## src/rxs_pkg.sv

```systemverilog
// ----------------------------------------------------------------------------
// rxs_pkg: shared types and constants
// Record store sizing, record layout and the controller/datapath bundles.
// ----------------------------------------------------------------------------
package rxs_pkg;

  localparam int MAX_RECORDS = 32;
  localparam int TAG_BITS    = 16;
  localparam int SCORE_BITS  = 10;
  localparam int POS_BITS    = 5;
  localparam int IDX_W       = $clog2(MAX_RECORDS);
  localparam int CNT_W       = $clog2(MAX_RECORDS + 1);

  typedef struct packed {
    logic [SCORE_BITS-1:0] score;
    logic [TAG_BITS-1:0]   tag;
  } rec_t;

  // controller -> datapath
  typedef struct packed {
    logic             wr_en;
    logic             wr_src_cur;  // 1: write held record, 0: write input word
    logic [IDX_W-1:0] wr_addr;
    logic             rd_en;
    logic [IDX_W-1:0] rd_addr;
    logic             load_cur;    // held record <= read data
    logic             emit;
    logic [IDX_W-1:0] emit_pos;
    logic             emit_end;
  } cmd_t;

  // datapath -> controller
  typedef struct packed {
    logic less;  // held score < read score
  } stat_t;

endpackage

```

## src/rxs_dpath.sv

```systemverilog
// ----------------------------------------------------------------------------
// rxs_dpath: record store and compare datapath
// Record memory with one write and one registered read port, the held
// record register, the score compare and the result output registers.
// ----------------------------------------------------------------------------
module rxs_dpath
  import rxs_pkg::*;
(
  input  logic                  clk,
  input  logic                  rst,
  input  cmd_t                  cmd,
  output stat_t                 stat,
  input  logic [SCORE_BITS-1:0] score,
  input  logic [TAG_BITS-1:0]   tag,
  output logic                  valid,
  output logic [SCORE_BITS-1:0] sorted_score,
  output logic [TAG_BITS-1:0]   sorted_tag,
  output logic [POS_BITS-1:0]   position,
  output logic                  end_of_run
);

  rec_t mem [MAX_RECORDS];
  rec_t rd_data;
  rec_t cur;
  rec_t wr_data;

  assign wr_data   = cmd.wr_src_cur ? cur : rec_t'{score: score, tag: tag};
  assign stat.less = cur.score < rd_data.score;

  always_ff @(posedge clk) begin
    if (cmd.wr_en) begin
      mem[cmd.wr_addr] <= wr_data;
    end
    if (cmd.rd_en) begin
      rd_data <= mem[cmd.rd_addr];
    end
  end

  // held record and output payload
  always_ff @(posedge clk) begin
    if (cmd.load_cur) begin
      cur <= rd_data;
    end
    if (cmd.emit) begin
      sorted_score <= rd_data.score;
      sorted_tag   <= rd_data.tag;
      position     <= POS_BITS'(cmd.emit_pos);
      end_of_run   <= cmd.emit_end;
    end
  end

  always_ff @(posedge clk) begin
    if (rst) begin
      valid <= 1'b0;
    end else begin
      valid <= cmd.emit;
    end
  end

  // no write and read of the same entry in one cycle
  a_no_rw_clash: assert property (@(posedge clk) disable iff (rst)
    (cmd.wr_en && cmd.rd_en) |-> (cmd.wr_addr != cmd.rd_addr))
    else $error("rxs_dpath: read and write hit the same entry");

  // a swap only writes the held record back
  a_swap_src: assert property (@(posedge clk) disable iff (rst)
    (cmd.wr_en && cmd.load_cur) |-> cmd.wr_src_cur)
    else $error("rxs_dpath: swap without held record as source");

  // strobe is registered from an emit command and rises in the cycle after it
  a_strobe: assert property (@(posedge clk) disable iff (rst)
    cmd.emit |=> valid)
    else $error("rxs_dpath: missing result strobe");

endmodule

```

## src/rxs_ctrl.sv

```systemverilog
// ----------------------------------------------------------------------------
// rxs_ctrl: load / sort / emit sequencer
// Counts incoming records, walks the exchange pattern over the store with
// the i and j counters, then reads out every record in rank order.
// ----------------------------------------------------------------------------
module rxs_ctrl
  import rxs_pkg::*;
(
  input  logic  clk,
  input  logic  rst,
  input  logic  start,
  input  logic  last,
  output logic  busy,
  output cmd_t  cmd,
  input  stat_t stat
);

  typedef enum logic [2:0] {
    S_IDLE,
    S_RDI,
    S_LDI,
    S_RDJ,
    S_CMP,
    S_WRI,
    S_RDK,
    S_EMIT
  } state_t;

  state_t           state;
  logic [CNT_W-1:0] n;
  logic [IDX_W-1:0] i;
  logic [IDX_W-1:0] j;
  logic [IDX_W-1:0] k;
  logic             accept;
  logic [CNT_W-1:0] n_next;
  logic [CNT_W-1:0] n_last;
  logic             close;

  assign accept = start && (state == S_IDLE);
  assign busy   = (state != S_IDLE);
  assign n_next = n + CNT_W'(1);
  assign n_last = n - CNT_W'(1);
  assign close  = last || (n_next == CNT_W'(MAX_RECORDS));

  always_comb begin
    cmd = '0;
    case (state)
      S_IDLE: begin
        cmd.wr_en   = accept;
        cmd.wr_addr = n[IDX_W-1:0];
      end
      S_RDI: begin
        cmd.rd_en   = 1'b1;
        cmd.rd_addr = i;
      end
      S_LDI: begin
        cmd.load_cur = 1'b1;
      end
      S_RDJ: begin
        cmd.rd_en   = 1'b1;
        cmd.rd_addr = j;
      end
      S_CMP: begin
        cmd.wr_en      = stat.less;
        cmd.wr_src_cur = 1'b1;
        cmd.wr_addr    = j;
        cmd.load_cur   = stat.less;
      end
      S_WRI: begin
        cmd.wr_en      = 1'b1;
        cmd.wr_src_cur = 1'b1;
        cmd.wr_addr    = i;
      end
      S_RDK: begin
        cmd.rd_en   = 1'b1;
        cmd.rd_addr = k;
      end
      S_EMIT: begin
        cmd.emit     = 1'b1;
        cmd.emit_pos = k;
        cmd.emit_end = ({1'b0, k} == n_last);
      end
      default: begin
        cmd = '0;
      end
    endcase
  end

  always_ff @(posedge clk) begin
    if (rst) begin
      state <= S_IDLE;
      n     <= '0;
      i     <= '0;
      j     <= '0;
      k     <= '0;
    end else begin
      case (state)
        S_IDLE: begin
          if (accept) begin
            n <= n_next;
            i <= '0;
            k <= '0;
            if (close) begin
              state <= (n_next == CNT_W'(1)) ? S_RDK : S_RDI;
            end
          end
        end
        S_RDI: begin
          state <= S_LDI;
        end
        S_LDI: begin
          j     <= i + IDX_W'(1);
          state <= S_RDJ;
        end
        S_RDJ: begin
          state <= S_CMP;
        end
        S_CMP: begin
          if ({1'b0, j} == n_last) begin
            state <= S_WRI;
          end else begin
            j     <= j + IDX_W'(1);
            state <= S_RDJ;
          end
        end
        S_WRI: begin
          if ({1'b0, i} + CNT_W'(1) == n_last) begin
            state <= S_RDK;
          end else begin
            i     <= i + IDX_W'(1);
            state <= S_RDI;
          end
        end
        S_RDK: begin
          state <= S_EMIT;
        end
        S_EMIT: begin
          if ({1'b0, k} == n_last) begin
            n     <= '0;
            state <= S_IDLE;
          end else begin
            k     <= k + IDX_W'(1);
            state <= S_RDK;
          end
        end
        default: begin
          state <= S_IDLE;
        end
      endcase
    end
  end

  a_cnt_max: assert property (@(posedge clk) disable iff (rst)
    n <= CNT_W'(MAX_RECORDS))
    else $error("rxs_ctrl: record count beyond store size");

  a_j_range: assert property (@(posedge clk) disable iff (rst)
    (state == S_CMP) |-> ((i < j) && ({1'b0, j} < n)))
    else $error("rxs_ctrl: compare index out of range");

  a_close_busy: assert property (@(posedge clk) disable iff (rst)
    (accept && last) |=> busy)
    else $error("rxs_ctrl: closing word did not start sorting");

  a_emit_range: assert property (@(posedge clk) disable iff (rst)
    (state == S_EMIT) |-> ({1'b0, k} < n))
    else $error("rxs_ctrl: emit index past record count");

endmodule

```

## src/record_exchange_sort_desc.sv

```systemverilog
// ----------------------------------------------------------------------------
// record_exchange_sort_desc: descending exchange sort of score/tag records
// Loads records, sorts them by descending score on the closing word, then
// streams them out in rank order.
// ----------------------------------------------------------------------------
// Usage:
//   Input: a word (score, tag, last) is taken on a rising edge with start high
//   and busy low. Each word is written to the record store as it is taken.
//   A word with last set, or the word that fills the 32-entry store, closes
//   the set: busy rises and the block sorts, then emits.
//   Sort: the record at rank i is held in a register while the store is
//   walked over j = i+1 .. n-1; a larger score swaps into the register and
//   the held record is written back at j. Each compare is a registered
//   memory read, then a compare/write; each outer pass adds a read and load
//   of the held record at i and its write-back at i.
//   Output: each result word is on sorted_score, sorted_tag, position and
//   end_of_run for one cycle with valid high; each word is read from the
//   store before it is issued, end_of_run on the last. The receiver cannot
//   stall; busy falls after the final word is issued and a new set may load
//   while it is shown. Every record use waits on the registered store read.
//   Reset: clears the sequencer and record count; store contents stay
//   undefined and only entries written in the current set are ever read.
// ----------------------------------------------------------------------------
module record_exchange_sort_desc
  import rxs_pkg::*;
(
  input  logic                  clk,
  input  logic                  rst,
  input  logic                  start,
  output logic                  busy,
  input  logic [SCORE_BITS-1:0] score,
  input  logic [TAG_BITS-1:0]   tag,
  input  logic                  last,
  output logic                  valid,
  output logic [SCORE_BITS-1:0] sorted_score,
  output logic [TAG_BITS-1:0]   sorted_tag,
  output logic [POS_BITS-1:0]   position,
  output logic                  end_of_run
);

  cmd_t  cmd;
  stat_t stat;

  // sequencer: counts records, drives store addresses and emit
  rxs_ctrl u_ctrl (
    .clk   (clk),
    .rst   (rst),
    .start (start),
    .last  (last),
    .busy  (busy),
    .cmd   (cmd),
    .stat  (stat)
  );

  // store, held record, compare and result registers
  rxs_dpath u_dpath (
    .clk          (clk),
    .rst          (rst),
    .cmd          (cmd),
    .stat         (stat),
    .score        (score),
    .tag          (tag),
    .valid        (valid),
    .sorted_score (sorted_score),
    .sorted_tag   (sorted_tag),
    .position     (position),
    .end_of_run   (end_of_run)
  );

endmodule
```

## config.mk

```make
export PLATFORM = sky130hd
export DESIGN_NAME = record_exchange_sort_desc
export DESIGN_NICKNAME = d
export VERILOG_FILES = /design/src/rxs_pkg.sv /design/src/rxs_dpath.sv /design/src/rxs_ctrl.sv /design/src/record_exchange_sort_desc.sv
export SDC_FILE = /design/constraint.sdc
export NUM_CORES = 1
export LEC_CHECK = 0
export ABC_CLOCK_PERIOD_IN_PS = 3700
export BUFFER_PORTS_ARGS = -buffer_cell sky130_fd_sc_hd__buf_2
export CORE_MARGIN = 8
export CORE_UTILIZATION = 40
export CTS_CLUSTER_SIZE = 10
export DETAILED_ROUTE_END_ITERATION = 10
export SLEW_MARGIN = 15
export SYNTH_ARGS = -nofsm -noshare
export SYNTH_HDL_FRONTEND = slang
export SYNTH_HIERARCHICAL = 1
export SYNTH_SLANG_ARGS = --single-unit
```

## constraint.sdc

```tcl
create_clock -name clk -period 3.7 [get_ports clk]
set_input_delay 0.37 -clock clk [delete_from_list [all_inputs] [get_ports clk]]
set_output_delay 0.37 -clock clk [all_outputs]
set_load 0.02 [all_outputs]
```

==> results of run 1 <==
registers in the layout (all words and copies together) (netlist names), 5 cells and up:
name / count
u_dpath/position: 5
u_ctrl/k: 5
u_ctrl/n: 6
u_dpath/cur: 26
u_dpath/mem: 832
u_dpath/sorted_tag: 16
u_dpath/rd_data: 26
u_dpath/sorted_score: 10
u_ctrl/i: 5
u_ctrl/j: 5
routing by layer:
metal | track usage [%] | part of all wire (%) | vias up
li1 | - | - | 9174
met1 | 24.1 | 45 | 10500
met2 | 27.8 | 47 | 661
met3 | 2.49 | 6.4 | 109
met4 | 4.27 | 1.7 | 0
met5 | 0 | 0 | -
critical path, stage by stage, from the launching register on:
cell and delay [ns]:
edfxtp_1 0.37, inv_1 0.06, ha_1 0.33, a21oi_1 0.16
nor2b_1 0.07, o21ai_0 0.19, o211ai_1 0.20, a221oi_2 0.36
nor2_1 0.08, o21ai_0 0.18, buf_4 0.16, or3b_2 0.47
buf_12 0.18, nor2_4 0.14, buf_4 0.21
cell type report:
type | instances | area [um^2] | area share (%)
diodes | 1 | 2.50 | 0.00571
clock buffers | 119 | 2720 | 6.21
clock inverters | 11 | 208 | 0.474
inverters | 23 | 86.3 | 0.197
multi-input cells | 1153 | 9150 | 20.9
flip-flops and latches | 941 | 28000 | 63.9
well taps | 1254 | 1570 | 3.58
repair buffers | 217 | 2110 | 4.81
logic make-up after synthesis:
family	after synthesis	synth area share, %
AND/OR/NAND/NOR	349	4.47
flip-flops	941	74.3
buffers and inverters	154	2.21
multiplexers	455	12.2
adder cells (fa/ha/maj)	16	0.531
XOR/XNOR	23	0.667
AO/OA/AOI/OAI	310	5.61
worst paths after layout:
path                       startpoint                  to  slack [ns]  cells past startpoint
setup / recovery  u_dpath/rd_data[19]  u_dpath/mem[12][0]        0.19                     14
hold reg to reg   u_dpath/rd_data[15]     u_dpath/cur[15]        0.45                      0
hold / removal                    rst         u_ctrl/n[0]        0.14                      2
setup reg to reg  u_dpath/rd_data[19]  u_dpath/mem[12][0]        0.19                     14
synth_stat cells, drive strengths merged, types with 5 or more instances:
cell    count
ha         16
a21oi      97
a22oi      79
nand4       5
edfxtp    916
nor2       57
nor2b       5
nand3      98
nand2b      5
nand3b      6
nor3b       5
mux2i     424
and2        7
xor2       10
or3         7
buf        84
o22ai       5
a22o       52
mux2       31
inv        23
xnor2      10
dfxtp      25
nor3       35
clkbuf     47
a31oi      28
o21ai      15
nand2     104
power by group through the flow:
stage | clock network (mW) | registers [mW] | logic, mW
after CTS | 9.30 | 13.5 | 4.28
after floorplan | 0 | 13.6 | 2.14
final | 9.09 | 13.5 | 4.27
after global routing | 9.67 | 13.6 | 4.56
after detailed placement | 0 | 13.8 | 4.27
after global placement | 0 | 13.7 | 4.18
per-stage QoR:
step	power (mW)	cells	util (%)	setup slack, ns	hold slack, ns
finish	26.9	3719	47.0	0.193	0.137
floorplan	15.8	2248	-	-0.205	0.421
global route	27.8	3718	47.0	0.0115	0.138
CTS	27.1	3718	47.0	0.127	0.0792
global placement	17.9	3588	43.8	0.165	0.428
detailed placement	18.0	3588	43.8	0.173	0.434
==> results_dict.tcl, run 1 <==
set metrics [dict create \
    outcome "finished, final reports clean" \
    fin_worst_skew_ns 0.0638 \
    number_of_hold_buffers_added_after_cts 0 \
    antenna_found_initial 0 \
    fmax_mhz 285 \
    syn_to_final_growth_pct 16.4 \
    p_sw_share_pct 26.7 \
    rsz0062_at_grt "false" \
    synth_top_flop_cell "edfxtp_1" \
    final_cell_mix "edfxtp_1 (916), mux2i_1 (424), clkbuf_16 (106), nand2_1 (104), buf_4 (103)" \
    period_needed_ns 3.51 \
    layout_worst_path_cycle_share_pct 94.8 \
    timing_worst_setup_path_type "register to register" \
    yosysSeqAreaShare_pct 74.3 \
    timing.slew.headroom_pct 22.0 \
    finalWeightedCongestion 0.839 \
    final_stage_net_count 2488 \
    placed_cell_area_mm2 0.0409 \
    placeableCoreArea_mm2 0.0933 \
    setup_tns_ns 0 \
    final_common_cell "edfxtp_1" \
    syn-num-nets 2294 \
    clk_latency_ns 0.68 \
    wire_length_of_the_first_global_routing_pass_um 135000 \
    synth_area_per_cell_um2 16.8 \
    die_w_um 323 \
    vias_in_the_first_global_route 20900 \
    postSynth.asyncResetShare_pct 0 \
    cp.required_ns 4.05 \
    crit_path_max_fanout 10 \
    globalRouteTotalUtil_pct 17.1 \
    cts.htree.levels 3 \
    initialDrtViolationCount 1988 \
    post_drt_via_cell_ratio 5.49 \
    core.rowCount 112 \
    drt-total-wl_um 90500 \
    p_comb_share_pct 15.9 \
    netSwitchingPower_mw 7.19 \
    synth_largest_type_area_fraction_pct 73.0 \
    initial_utilization_pct 40.4 \
    post_synth_main_area_contributors "edfxtp_1 (73%), mux2i_1 (11%), a22oi_1 (1.6%)" \
    wl_per_cell_um 24.3 \
    ctsResizeCount 0 \
    proportion_of_layout_cells_with_a_drive_suffix_above_1_pct 17.4 \
    seq_power_share_pct 50.3 \
    grt_start_max_net_pins 55 \
    startpoint_type "register" \
    remaining_antenna_violation_count_after_routing 0 \
    syn-instance-count 2248 \
    cts-buffers-inserted 106 \
    vias 20400 \
    max-cap-violations 0 \
    postLayoutCellArea_mm2 0.0438 \
    synth_seq_cells 941 \
    cts_buffer_depth 3 \
    yosysUniqueCellTypes 64 \
    floorplan.die.height_um 323 \
    synth_edf_count 916 \
    num_io_pins 64 \
    nFillCells 7884 \
    worst_ep_arrival_time_ns 3.85 \
    leakage_nw 13.4 \
    pin_slew_with_the_least_headroom_to_its_limit_ns 1.17 \
    dp_hpwl_um 57800 \
    detailedRoute.firstPassIterationCount 5 \
    clock_tree.root_cell "clkbuf_16" \
    timing.critical_path.to_type "register" \
    clockPowerShare_pct 33.8 \
    syn-cell-area_mm2 0.0377 \
    pwr_density_cell_mw_per_mm2 613 \
    number_of_sinks_driven_by_the_clock_tree 941 \
    yosys_warnings 6 \
    final_hold_viol_count 0 \
    drv_slew 0 \
    fp.dieArea_mm2 0.104 \
    worst_setup_hold_path_clk_slew_ns 0.06 \
    internal_power_mw 19.7 \
    placement.io_buffers 63 \
    cts_post_setup_buffers_inserted 0 \
    vdd.ir_drop.worst_v 0.000383 \
    post-synth-top-area-cell "edfxtp_1" \
    cts_tree "done" \
    remaining_drc_errors 0 \
    hold_path.class "input pin to register" \
    grt-ovfl-total 0 \
    setup_viol_count_final 0 \
]
No activity file was read; power rests on OpenSTA's default activity.
==> inputs of run 2 (changes only) <==
--- a/config.mk
+++ b/config.mk
@@ -14,5 +14,4 @@
 export SLEW_MARGIN = 15
 export SYNTH_ARGS = -nofsm -noshare
 export SYNTH_HDL_FRONTEND = slang
-export SYNTH_HIERARCHICAL = 1
 export SYNTH_SLANG_ARGS = --single-unit
==> run 2 against run 1 <==
Count of clock-buffer cells in the layout up 4. Flip-flop and latch count unchanged. Critical path depth fell by 6. Sequential share of layout area shrank 0.60 points. Maximum frequency shrank 2.7%. Critical path type unchanged. Routed wire length is 19% higher. Largest power group unchanged.
==> results_dict.tcl, run 2 <==
set metrics [dict create \
    fin_worst_skew_ns 0.0248 \
    clock_tree.root_cell "clkbuf_16" \
    setup_viol_count_final 0 \
    pwr_density_cell_mw_per_mm2 602 \
    critical_path.reg2reg.startpoint "u_ctrl.state[1]" \
    setup.worst_path.end "u_dpath.rd_data[8]" \
    p_total_mw 26.6 \
    syn-num-nets 2576 \
    number_of_hold_buffers_added_after_cts 0 \
    final_hold_viol_count 0 \
    remaining_drc_errors 0 \
    detailedRoute.firstPassIterationCount 6 \
    layout_worst_path_cycle_share_pct 97.4 \
    max-cap-violations 0 \
    antenna_found_initial 6 \
    timing.critical_path.to_type "register" \
    reg_top3 "u_dpath.mem (832), u_dpath.cur (26), u_dpath.rd_data (26)" \
    synth.top_cells.by_count "edfxtp_1 (916), nand2_1 (338), a21oi_1 (207)" \
    initialDrtViolationCount 2796 \
    startpoint_type "register" \
    worst_ep_arrival_time_ns 3.98 \
    proportion_of_layout_cells_with_a_drive_suffix_above_1_pct 17.9 \
    number_of_sinks_driven_by_the_clock_tree 941 \
    vdd.ir_drop.worst_v 0.000387 \
    core.rowCount 113 \
    grt-ovfl-total 0 \
    synth.most_common_cell "edfxtp_1" \
    rsz0062_at_grt "false" \
    largest_reg_flops 832 \
    place.detailed.instances 3859 \
    setup_tns_ns 0 \
    critPathBufInv 2 \
    post-synth-top-area-cell "edfxtp_1" \
    placeableCoreArea_mm2 0.0950 \
    remaining_antenna_violation_count_after_routing 0 \
    leakage_nw 13.9 \
    period_needed_ns 3.61 \
    worstSetupStartpoint "u_ctrl.state[1]" \
    vias 23100 \
    tightest_hold_margin_ns 0.172 \
    grt_start_max_net_pins 87 \
    cpMostUsedCell "buf_4" \
    final_cell_mix "edfxtp_1 (916), nand2_1 (337), mux2i_1 (188), a21oi_1 (174), buf_4 (137)" \
    drt-total-wl_um 107000 \
    worst_setup_hold_path_clk_slew_ns 0.05 \
    wl_per_cell_um 26.9 \
    globalRouteTotalUtil_pct 19.6 \
    postSynth.asyncResetShare_pct 0 \
    num_io_pins 64 \
    fp.dieArea_mm2 0.106 \
    cp.required_ns 4.07 \
    post_synth_main_area_contributors "edfxtp_1 (72%), mux2i_1 (4.9%), nand2_1 (3.3%)" \
    synth_top_flop_cell "edfxtp_1" \
    pin_slew_with_the_least_headroom_to_its_limit_ns 1.11 \
    cts_post_setup_buffers_inserted 0 \
    drv_slew 0 \
    post_drt_via_cell_ratio 5.79 \
    yosysUniqueCellTypes 74 \
    layout.core_utilization_pct 46.6 \
    wirelength_met1_um 44500 \
    dp_hpwl_um 65200 \
    cp_slowest_cell "nor4_2" \
    crit_path_max_fanout 24 \
    timing.slew.headroom_pct 25.6 \
    finalWeightedCongestion 0.861 \
    timing.hold.worst_path_depth 2 \
    synth_edf_count 916 \
    hold_path.class "input pin to register" \
    max_stage_delay_ns 0.65 \
    fmax_mhz 277 \
    r2r.worst_path.cells 8 \
    die_w_um 325 \
    syn-cell-area_mm2 0.0383 \
    r2r_setup_slack_ns 0.09 \
    synth_largest_type_area_fraction_pct 71.8 \
    timing_worst_setup_path_type "register to register" \
    initial_utilization_pct 40.3 \
    syn-instance-count 2530 \
    clk_latency_ns 0.67 \
    cpLargestDelayFamily "compound AO/OA/AOI/OAI gates" \
    path_cells "mux2_2 -> a21oi_4 -> buf_4 -> buf_4 -> a21oi_1 -> a22oi_1 -> o2bb2ai_1 -> nor4_2" \
    final_cells 3992 \
    top_layer_used "met5" \
    final_common_cell "edfxtp_1" \
    cts.htree.levels 3 \
    wire_length_of_the_first_global_routing_pass_um 155000 \
    yosysSeqAreaShare_pct 73.1 \
    syn_to_final_growth_pct 15.6 \
    worstReg2RegEnd "u_dpath.rd_data[8]" \
    cts-buffers-inserted 105 \
    wl_met3_um 9450 \
    final_stage_net_count 2747 \
    vias_in_the_first_global_route 22800 \
    outcome "finished, final reports clean" \
    crit_cells 8 \
    placement.io_buffers 63 \
    yosys_warnings 0 \
    cts_buffer_depth 3 \
    floorplan.die.height_um 325 \
    synth_seq_cells 941 \
    cts_tree "done" \
    synth_area_per_cell_um2 15.1 \
    largest-register "u_dpath.mem" \
    dr_wl_met2_um 50500 \
]
==> run 2: changes by cell type in the layout (fill, tap and decap cells not counted), sizes merged, moves of 29 or more <==
cell    delta
mux2i    -236
nand2    +234
a21oi    +110
nand3     -86
o21ai     +78
a221oi    +55
and2      +55
mux2      +50
nor2      -29
==> run 2: kinds of logic after synthesis <==
kind of cell | count (synthesis) | share of synthesized area, %
flip-flops | 941 | 73.1
AND/OR/NAND/NOR | 536 | 6.41
multiplexers | 269 | 7.30
AO/OA/AOI/OAI | 561 | 9.72
XOR/XNOR | 25 | 0.608
buffers and inverters | 182 | 2.31
adder cells (fa/ha/maj) | 16 | 0.523
==> run 2: metrics by stage <==
stage	cell area (um^2)	setup slack [ns]
2_1_floorplan	38300	0.316
3_3_place_gp	41400	-0.220
3_5_place_dp	41400	-0.321
4_1_cts	44300	0.0171
5_1_grt	44300	0.00845
6_report	44300	0.0950
==> run 2: timing repair <==
action / in CTS / in global routing
cloned: 0 / 0
setup endpoints to repair: 3 / 3
resized for setup: 3 / 3
==> run 2: worst reg2reg max path, stage by stage, from the launching register on <==
cell and delay [ns]:
dfxtp_1 0.53, mux2_2 0.43, a21oi_4 0.51, buf_4 0.41, buf_4 0.32, a21oi_1 0.12
a22oi_1 0.21, o2bb2ai_1 0.14, nor4_2 0.65
==> run 2: worst min path at each step <==
stage / from / to / slack, ns
floorplan: u_dpath.rd_data[0] / u_dpath.cur[0] / 0.42
global placement: u_dpath.rd_data[2] / u_dpath.cur[2] / 0.44
detailed placement: u_dpath.rd_data[2] / u_dpath.cur[2] / 0.45
CTS: rst / u_ctrl.k[0] / 0.13
global route: rst / u_ctrl.n[0] / 0.18
finish: rst / u_ctrl.k[0] / 0.17
==> run 2: report_power, final <==
| part | leakage [nW] | internal, mW | switching, mW |
|---|---|---|---|
| Sequential | 8.47 | 13.2 | 0.360 |
| Combinational | 4.03 | 1.27 | 2.89 |
| Clock | 1.36 | 5.05 | 3.84 |
| Total | 13.9 | 19.5 | 7.09 |
==> run 2: area by class of cell <==
type | count | area (um^2)
diodes | 2 | 5.00
clock buffers | 123 | 2700
clock inverters | 8 | 95.1
fillers | 8070 | 50700
inverters | 18 | 67.6
multi-input cells | 1407 | 9910
flip-flops and latches | 941 | 28000
well taps | 1265 | 1580
repair buffers | 228 | 1900
==> run 2: metal layers <==
layer / vias up / GRT usage [%]
li1: 10100 / -
met1: 11700 / 26.2
met2: 1096 / 31.8
met3: 198 / 4.64
met4: 4 / 5.71
met5: - / 0
